## config.mk

```make
export PLATFORM = sky130hd
export DESIGN_NAME = rc_arming_and_failsafe
export DESIGN_NICKNAME = d
export VERILOG_FILES = /design/src/hdl/rcaf_pkg.sv /design/src/hdl/rc_arming_and_failsafe.sv
export SDC_FILE = /design/constraint.sdc
export NUM_CORES = 1
export LEC_CHECK = 0
export ABC_AREA = 1
export BUFFER_PORTS_ARGS = -buffer_cell sky130_fd_sc_hd__buf_4
export CORE_UTILIZATION = 60
export CTS_CLUSTER_SIZE = 12
export DETAILED_ROUTE_END_ITERATION = 12
export GPL_ROUTABILITY_DRIVEN = 0
export PLACE_DENSITY = 0.86
export SLEW_MARGIN = 40
export SYNTH_ARGS = -nofsm -noshare
export SYNTH_HDL_FRONTEND = slang
export SYNTH_SLANG_ARGS = --single-unit
```

## constraint.sdc

```tcl
create_clock -name clk -period 3.6 [get_ports clk]
set_input_delay 0.36 -clock clk [delete_from_list [all_inputs] [get_ports clk]]
set_output_delay 0.36 -clock clk [all_outputs]
set_load 0.02 [all_outputs]
```

## src/hdl/rcaf_pkg.sv

```systemverilog
// Shared types and constants for the RC arming and failsafe block.
`timescale 1ns / 1ps

package rcaf_pkg;

	localparam int CHANNEL_BITS_DEF = 12;
	localparam int CMP_BITS = 16;
	localparam int CFG_INDEX_BITS = 2;
	localparam int CFG_DATA_BITS = 16;
	localparam int LEVEL_BITS = 12;
	localparam int IDLE_BITS = 12;
	localparam int LOSS_BITS = 16;

	// configuration register indexes
	localparam logic [CFG_INDEX_BITS-1:0] CFG_SWITCH_LEVEL = 2'd0;
	localparam logic [CFG_INDEX_BITS-1:0] CFG_IDLE_LOCK = 2'd1;
	localparam logic [CFG_INDEX_BITS-1:0] CFG_LOST_LIMIT = 2'd2;

	localparam logic [LEVEL_BITS-1:0] SWITCH_LEVEL_RST = 12'd1700;
	localparam logic [IDLE_BITS-1:0] IDLE_LOCK_RST = 12'd3000;
	localparam logic [LOSS_BITS-1:0] LOST_LIMIT_RST = 16'd300;

	// stick thresholds in microseconds
	localparam logic [CMP_BITS-1:0] THR_LOCK_MAX = 16'd1150;
	localparam logic [CMP_BITS-1:0] YAW_LOCK_MAX = 16'd1200;
	localparam logic [CMP_BITS-1:0] THR_UNLOCK_MAX = 16'd1050;
	localparam logic [CMP_BITS-1:0] YAW_UNLOCK_HIGH = 16'd1800;
	localparam logic [CMP_BITS-1:0] YAW_RETURN_MAX = 16'd1600;
	localparam logic [CMP_BITS-1:0] THR_IDLE_MAX = 16'd1020;

	localparam logic [CMP_BITS-1:0] CH_CENTER = 16'd1500;
	localparam logic [CMP_BITS-1:0] CH_LOW = 16'd1000;
	localparam logic [CMP_BITS-1:0] THR_DESCEND = 16'd1200;

	localparam logic [IDLE_BITS-1:0] IDLE_MAX = '1;
	localparam logic [LOSS_BITS-1:0] LOSS_MAX = '1;

	localparam logic CMD_FRAME = 1'b0;
	localparam logic CMD_TICK = 1'b1;

	typedef enum logic [1:0] {
		MODE_LOCKED = 2'd0,
		MODE_NORMAL = 2'd1,
		MODE_HEIGHT = 2'd2,
		MODE_POSITION = 2'd3
	} mode_t;

	typedef enum logic [2:0] {
		COL_OFF = 3'd0,
		COL_CYAN = 3'd1,
		COL_BLUE = 3'd2,
		COL_GREEN = 3'd3,
		COL_WHITE = 3'd4
	} colour_t;

	typedef enum logic [4:0] {
		PH_WAIT = 5'b00001,
		PH_RETURN = 5'b00010,
		PH_ARMING = 5'b00100,
		PH_ARMED = 5'b01000,
		PH_LOCKING = 5'b10000
	} phase_t;

endpackage

```

## src/hdl/rc_arming_and_failsafe.sv

```systemverilog
// RC stick capture, arming state machine and link-loss failsafe.
`timescale 1ns / 1ps

// Channel   Dir  Beat contents
// s_axis    in   tuser: cmd; tdata: throttle, yaw, roll, pitch, aux_one, aux_two, force_lock
// m_axis    out  tdata: flight_mode, led_colour, throttle, yaw, roll, pitch, link_lost
// cfg       in   cfg_we, cfg_index, cfg_data (no read-back)
//
// One beat per cycle sustained while the result register can advance; a taken beat sits in the
// input register, and the control step loads it into the result register that drives m_tvalid.
// Reset sets the stored sticks to throttle 1000, others 1500, aux 1000, mode locked.
// A waiting result holds while m_tready is low; the input register fills, then s_tready drops.

module rc_arming_and_failsafe #(
	parameter int CHANNEL_BITS = rcaf_pkg::CHANNEL_BITS_DEF,
	localparam int IN_BITS = ((6 * CHANNEL_BITS + 1 + 7) / 8) * 8,
	localparam int OUT_BITS = ((4 * CHANNEL_BITS + 6 + 7) / 8) * 8
) (
	input  logic                                 clk,
	input  logic                                 arst_n,
	input  logic                                 s_tvalid,
	output logic                                 s_tready,
	// throttle_in, yaw_in, roll_in, pitch_in, aux_one_in, aux_two_in, force_lock
	input  logic [IN_BITS-1:0]                   s_tdata,
	// cmd
	input  logic                                 s_tuser,
	output logic                                 m_tvalid,
	input  logic                                 m_tready,
	// flight_mode, led_colour, throttle_out, yaw_out, roll_out, pitch_out, link_lost
	output logic [OUT_BITS-1:0]                  m_tdata,
	input  logic                                 cfg_we,
	input  logic [rcaf_pkg::CFG_INDEX_BITS-1:0]  cfg_index,
	input  logic [rcaf_pkg::CFG_DATA_BITS-1:0]   cfg_data
);

	localparam int CB = CHANNEL_BITS;
	localparam int CMPB = rcaf_pkg::CMP_BITS;

	// configuration
	logic [rcaf_pkg::LEVEL_BITS-1:0] switch_level_q;
	logic [rcaf_pkg::IDLE_BITS-1:0] idle_lock_q;
	logic [rcaf_pkg::LOSS_BITS-1:0] lost_limit_q;

	// input register
	logic valid_s1;
	logic cmd_s1;
	logic force_s1;
	logic [CB-1:0] thr_s1, yaw_s1, roll_s1, pitch_s1, aux1_s1, aux2_s1;

	// control state
	rcaf_pkg::phase_t phase_q, phase_n;
	rcaf_pkg::mode_t mode_q, mode_n;
	rcaf_pkg::colour_t colour_q, colour_n;
	logic [rcaf_pkg::IDLE_BITS-1:0] idle_q, idle_n;
	logic [rcaf_pkg::LOSS_BITS-1:0] loss_q, loss_n;
	logic [CB-1:0] thr_q, yaw_q, roll_q, pitch_q, aux1_q, aux2_q;
	logic [CB-1:0] thr_n, yaw_n, roll_n, pitch_n, aux1_n, aux2_n;
	logic lost_n;

	// result register
	logic out_valid_q;
	logic [OUT_BITS-1:0] out_data_q;

	logic advance;

	assign advance = !out_valid_q || m_tready;
	assign s_tready = !valid_s1 || advance;
	assign m_tvalid = out_valid_q;
	assign m_tdata = out_data_q;

	always_ff @(posedge clk or negedge arst_n) begin
		if (!arst_n) begin
			switch_level_q <= rcaf_pkg::SWITCH_LEVEL_RST;
			idle_lock_q <= rcaf_pkg::IDLE_LOCK_RST;
			lost_limit_q <= rcaf_pkg::LOST_LIMIT_RST;
		end else if (cfg_we) begin
			case (cfg_index)
				rcaf_pkg::CFG_SWITCH_LEVEL: begin
					switch_level_q <= cfg_data[rcaf_pkg::LEVEL_BITS-1:0];
				end
				rcaf_pkg::CFG_IDLE_LOCK: begin
					idle_lock_q <= cfg_data[rcaf_pkg::IDLE_BITS-1:0];
				end
				rcaf_pkg::CFG_LOST_LIMIT: begin
					lost_limit_q <= cfg_data[rcaf_pkg::LOSS_BITS-1:0];
				end
				default: begin
				end
			endcase
		end
	end

	always_ff @(posedge clk or negedge arst_n) begin
		if (!arst_n) begin
			valid_s1 <= 1'b0;
		end else if (s_tready) begin
			valid_s1 <= s_tvalid;
		end
	end

	always_ff @(posedge clk) begin
		if (s_tready && s_tvalid) begin
			cmd_s1 <= s_tuser;
			thr_s1 <= s_tdata[0*CB +: CB];
			yaw_s1 <= s_tdata[1*CB +: CB];
			roll_s1 <= s_tdata[2*CB +: CB];
			pitch_s1 <= s_tdata[3*CB +: CB];
			aux1_s1 <= s_tdata[4*CB +: CB];
			aux2_s1 <= s_tdata[5*CB +: CB];
			force_s1 <= s_tdata[6*CB];
		end
	end

	// one control step on the beat held in the input register
	always_comb begin
		rcaf_pkg::phase_t ph;
		logic [CMPB-1:0] thr_c, yaw_c;

		phase_n = phase_q;
		mode_n = mode_q;
		colour_n = colour_q;
		idle_n = idle_q;
		loss_n = loss_q;
		thr_n = thr_q;
		yaw_n = yaw_q;
		roll_n = roll_q;
		pitch_n = pitch_q;
		aux1_n = aux1_q;
		aux2_n = aux2_q;
		lost_n = 1'b0;
		ph = phase_q;
		thr_c = CMPB'(thr_q);
		yaw_c = CMPB'(yaw_q);

		if (cmd_s1 == rcaf_pkg::CMD_FRAME) begin
			thr_n = thr_s1;
			yaw_n = yaw_s1;
			roll_n = roll_s1;
			pitch_n = pitch_s1;
			aux1_n = aux1_s1;
			aux2_n = aux2_s1;
			loss_n = '0;
		end else begin
			if (force_s1) begin
				mode_n = rcaf_pkg::MODE_LOCKED;
			end
			if (mode_n != rcaf_pkg::MODE_LOCKED) begin
				if (CMPB'(aux2_q) > CMPB'(switch_level_q)) begin
					mode_n = rcaf_pkg::MODE_POSITION;
				end else if (CMPB'(aux1_q) > CMPB'(switch_level_q)) begin
					mode_n = rcaf_pkg::MODE_HEIGHT;
				end else begin
					mode_n = rcaf_pkg::MODE_NORMAL;
				end
			end
			case (mode_n)
				rcaf_pkg::MODE_NORMAL: colour_n = rcaf_pkg::COL_BLUE;
				rcaf_pkg::MODE_HEIGHT: colour_n = rcaf_pkg::COL_GREEN;
				rcaf_pkg::MODE_POSITION: colour_n = rcaf_pkg::COL_WHITE;
				default: colour_n = colour_q;
			endcase

			// lock gesture overrides whatever phase we are in
			if (thr_c < rcaf_pkg::THR_LOCK_MAX && yaw_c < rcaf_pkg::YAW_LOCK_MAX) begin
				ph = rcaf_pkg::PH_LOCKING;
			end
			phase_n = ph;
			case (ph)
				rcaf_pkg::PH_WAIT: begin
					if (thr_c < rcaf_pkg::THR_UNLOCK_MAX && yaw_c > rcaf_pkg::YAW_UNLOCK_HIGH) begin
						phase_n = rcaf_pkg::PH_RETURN;
					end
				end
				rcaf_pkg::PH_RETURN: begin
					if (thr_c < rcaf_pkg::THR_UNLOCK_MAX && yaw_c < rcaf_pkg::YAW_RETURN_MAX) begin
						phase_n = rcaf_pkg::PH_ARMING;
					end
				end
				rcaf_pkg::PH_ARMING: begin
					mode_n = rcaf_pkg::MODE_NORMAL;
					phase_n = rcaf_pkg::PH_ARMED;
				end
				rcaf_pkg::PH_ARMED: begin
					if (thr_c < rcaf_pkg::THR_IDLE_MAX) begin
						if (idle_q > idle_lock_q && mode_n == rcaf_pkg::MODE_NORMAL) begin
							phase_n = rcaf_pkg::PH_LOCKING;
						end
						if (idle_q != rcaf_pkg::IDLE_MAX) begin
							idle_n = idle_q + 1'b1;
						end
					end else begin
						idle_n = '0;
					end
					if (mode_n == rcaf_pkg::MODE_LOCKED) begin
						phase_n = rcaf_pkg::PH_LOCKING;
					end
				end
				rcaf_pkg::PH_LOCKING: begin
					colour_n = rcaf_pkg::COL_CYAN;
					idle_n = '0;
					mode_n = rcaf_pkg::MODE_LOCKED;
					phase_n = rcaf_pkg::PH_WAIT;
				end
				default: begin
					phase_n = rcaf_pkg::PH_LOCKING;
				end
			endcase

			// link lost: center sticks, cut throttle, descend unless locked
			if (loss_q > lost_limit_q) begin
				lost_n = 1'b1;
				yaw_n = CB'(rcaf_pkg::CH_CENTER);
				roll_n = CB'(rcaf_pkg::CH_CENTER);
				pitch_n = CB'(rcaf_pkg::CH_CENTER);
				thr_n = CB'(rcaf_pkg::CH_LOW);
				if (mode_n != rcaf_pkg::MODE_LOCKED) begin
					thr_n = CB'(rcaf_pkg::THR_DESCEND);
					mode_n = rcaf_pkg::MODE_HEIGHT;
				end
			end
			if (loss_q != rcaf_pkg::LOSS_MAX) begin
				loss_n = loss_q + 1'b1;
			end
		end
	end

	always_ff @(posedge clk or negedge arst_n) begin
		if (!arst_n) begin
			phase_q <= rcaf_pkg::PH_WAIT;
			mode_q <= rcaf_pkg::MODE_LOCKED;
			colour_q <= rcaf_pkg::COL_OFF;
			idle_q <= '0;
			loss_q <= '0;
			thr_q <= CB'(rcaf_pkg::CH_LOW);
			yaw_q <= CB'(rcaf_pkg::CH_CENTER);
			roll_q <= CB'(rcaf_pkg::CH_CENTER);
			pitch_q <= CB'(rcaf_pkg::CH_CENTER);
			aux1_q <= CB'(rcaf_pkg::CH_LOW);
			aux2_q <= CB'(rcaf_pkg::CH_LOW);
		end else if (valid_s1 && advance) begin
			phase_q <= phase_n;
			mode_q <= mode_n;
			colour_q <= colour_n;
			idle_q <= idle_n;
			loss_q <= loss_n;
			thr_q <= thr_n;
			yaw_q <= yaw_n;
			roll_q <= roll_n;
			pitch_q <= pitch_n;
			aux1_q <= aux1_n;
			aux2_q <= aux2_n;
		end
	end

	always_ff @(posedge clk or negedge arst_n) begin
		if (!arst_n) begin
			out_valid_q <= 1'b0;
		end else if (advance) begin
			out_valid_q <= valid_s1;
		end
	end

	always_ff @(posedge clk) begin
		if (valid_s1 && advance) begin
			out_data_q <= OUT_BITS'({lost_n, pitch_n, roll_n, yaw_n, thr_n, colour_n, mode_n});
		end
	end

endmodule

```

==> summary.txt <==
Clocking
  – # H-tree levels: 1
  – Num CTS Buffers: 29
  – Clock-pin slew on the worst setup and hold paths: about 0.060 ns
  – CTS tree: yes
  – CTS Sinks: 280
  – Post_cts resized: 0
  – Clk_lat worst skew: 0.53 ns
  – Clock tree buffer depth: 3
  – CTS root buf: clkbuf_16

Layout
  – Layout cells sized above 1: 20.9%
  – Ant diodes: 0
  – Post-route cell area: about 16000 µm²
  – Fin util: ~77%
  – Final net count: 1635
  – Largest register FFs: 54
  – Area growth syn-to-layout: 24.2%

Timing
  – Fin crit share: 85.3%
  – Slew of the pin with the lowest slew margin: between 0.7 and 0.8 ns
  – Fin crit period: 3.07 ns
  – Post-Route Setup TNS: 0 ns
  – Clk_skew: 0.0108 ns
  – Setup WS post-layout: between 0.5 and 0.6 ns
  – Fmax: about 330 MHz
  – Final setup violation count: 0
  – Final Hold Fails: 0
  – RSZ-0062 raised after global routing: no
  – Hold slack: 0.0733 ns
  – Slew HR: 50.2%
  – Slew Limit Fails: 0

Detailed routing
  – DR vias/cell: 5.44
  – Vias: approximately 9.6k
  – 1st-iter DRT viols: ~670
  – Final ANT Viol Nets: 0
  – Post-DR wirelength/cell: 16.2 µm
  – Drt pass-1 iters: 5
  – DRC Markers: 0
  – Routed Wire Length: 28.7 mm

Floorplanning
  – Ports: 162
  – Die height: 147 µm
  – Initial core utilization: 61.8%
  – Core footprint: ~20000 µm²
  – Die area: 21600 µm²
  – Rows: 52
  – Die width: 147 µm

Yosys
  – Synth async-reset ratio: a little over half
  – Synth Area in Compound Gates: 9.73%
  – Post-synthesis cell area: about 13000 µm²
  – Cell accounting for the most synthesized area: edfxtp_1
  – EDFF count, synth: 128
  – FF+latch count, synth: 280
  – Synth Instances: approximately 1.2k
  – Synth top area share: 30.5%
  – Largest family of logic cells by synthesized area: simple AND/OR/NAND/NOR gates
  – Synthesized area per cell: slightly above 10 µm²
  – Synth Flop Type: edfxtp_1
  – Yosys cell types: between 50 and 60
  – Post-Synth Simple-Gate Area: 16.5%
  – Register area share after synthesis: 61.1%
  – Synth top area cells: edfxtp_1 30%, dfrtp_1 19%, dfstp_2 12%
  – Synthesized-area fraction occupied by adder cells: 5.65%
  – Post-synthesis xor/xnor area fraction: 0.278%
  – Synth warnings: 0
  – Mux cell area share after synthesis: 0%

Global routing
  – Met2 track demand over resource: 49.3%
  – First-pass GRT wire length: 46.6 mm
  – Number of global-route vias before repair: 9826
  – Initial antenna violation count: 0
  – Pin count of the biggest net entering global routing: slightly below 80
  – Grt ovf: 0
  – Met1 usage: 32.1%
  – Met3 usage: 3.85%
  – Global-route usage over all layers: between 20 and 30%
  – GR peak layer: met2

Worst setup path
  – Startpoint class of the critical path: register
  – Crit-path max FO: 23
  – Crit. End Element: register
  – Critical path class: reg -> reg
  – Req. time, crit path: 4.01 ns
  – Worst Path Arrival: 3.48 ns

Hold path
  – Hold/Removal Path Class: in -> reg

Power and ir drop
  – Leakage: approximately 7 nW
  – Power density cells: 634 nW/µm²
  – VDD IR-drop max: 445 µV

Placement
  – Pre-CTS setup slack: 0.739 ns
  – Final HPWL DP: ~18 mm
  – IO Port Bufs: approximately 150
  – Area after DPL: roughly 14000 µm²

Run
  – Number of max-cap violations: 0

Status
  – Outcome: complete, no violations
-- where the power goes --
group          switching (mW)  total [mW]  internal (mW)
logic                    1.59        2.51          0.915
registers               0.349        4.50           4.15
clock network            1.20        2.93           1.72
-- stage by stage --
stage,power [mW],std cells
detailed placement,6.91,1638
global placement,6.75,1637
CTS,9.91,1767
global route,10.5,1767
floorplan,6.15,1245
finish,9.93,1767
-- area by class of cell --
class / count / area [µm²]
clock buffers: 48 / 837
clock inverters: 6 / 86.3
fillers: 1293 / 4760
inverters: 159 / 606
multi-input cells: 767 / 4080
flip-flops and latches: 280 / 7720
well taps: 270 / 338
repair buffers: 237 / 2010
-- Yosys cell counts, types with 9 or more instances --
| master | instances |
|---|---|
| a21oi_1 | 40 |
| clkbuf_1 | 23 |
| dfrtp_1 | 96 |
| dfstp_2 | 56 |
| edfxtp_1 | 128 |
| ha_1 | 57 |
| inv_1 | 144 |
| inv_2 | 9 |
| nand2_1 | 328 |
| nand2_2 | 12 |
| nand3_1 | 31 |
| nand3_2 | 9 |
| nand4_1 | 11 |
| nor2_1 | 57 |
| nor3_1 | 13 |
| o21ai_0 | 110 |
| o21ai_1 | 28 |
| o22ai_1 | 24 |
-- routing by layer --
layer  vias to the layer above  share of wire (%)
met5                         -                  0
li1                       4584                  -
met2                       285                 52
met1                      4650                 39
met3                        85                4.6
met4                         0                4.5
-- final timing paths --
path	from	end	slack, ns	depth (start not counted)
hold / removal	cfg_data[14]	lost_limit_q[14]	0.07	3
setup / recovery	lost_limit_q[3]	yaw_q[2]	0.53	13
setup reg to reg	lost_limit_q[3]	yaw_q[2]	0.53	13
min in group asynchronous	arst_n	aux2_q[4]	0.28	2
hold reg to reg	aux1_s1[11]	aux1_q[11]	0.45	2
max in group asynchronous	arst_n	idle_lock_q[4]	2.36	4
-- cells by family (layout without fill, tap and decap cells) --
family / after synthesis / after routing
AO/OA/AOI/OAI: 224 / 224
other: 1 / 2
flip-flops: 280 / 280
buffers and inverters: 198 / 450
adder cells (fa/ha/maj): 57 / 57
XOR/XNOR: 4 / 4
AND/OR/NAND/NOR: 480 / 480
-- worst max-delay path, stage by stage (launching register included) --
cell     delay [ns]
dfstp_2        0.53
inv_1          0.04
ha_1           0.29
nand2_1        0.08
o21ai_0        0.25
nand2_1        0.09
nand2_1        0.09
nand2_1        0.06
nand2_1        0.10
nand2_4        0.11
nand2_2        0.43
buf_4          0.37
o22ai_1        0.13
o21ai_0        0.37
-- placed cells by master (no fill, tap or decap), drive strengths merged, types with 8 or more instances in the layout --
cell type,netlist,final
dfstp,56,56
edfxtp,128,128
nand4,11,11
clkbuf,27,48
dlygate4sd3,0,75
clkinv,5,8
ha,57,57
o21ai,139,139
dfrtp,96,96
a21oi,41,41
o22ai,24,24
nor2,62,62
nand3,42,42
buf,11,162
nor3,13,13
nand2,343,343
inv,154,155
-- what timing repair did --
| action | in CTS | in global routing |
|---|---|---|
| hold endpoints to repair | 107 | 0 |
| setup buffers | 0 | 0 |
| setup endpoints to repair | 0 | 0 |
| hold buffers | 75 | 0 |
No activity file was read; power rests on OpenSTA's default activity.
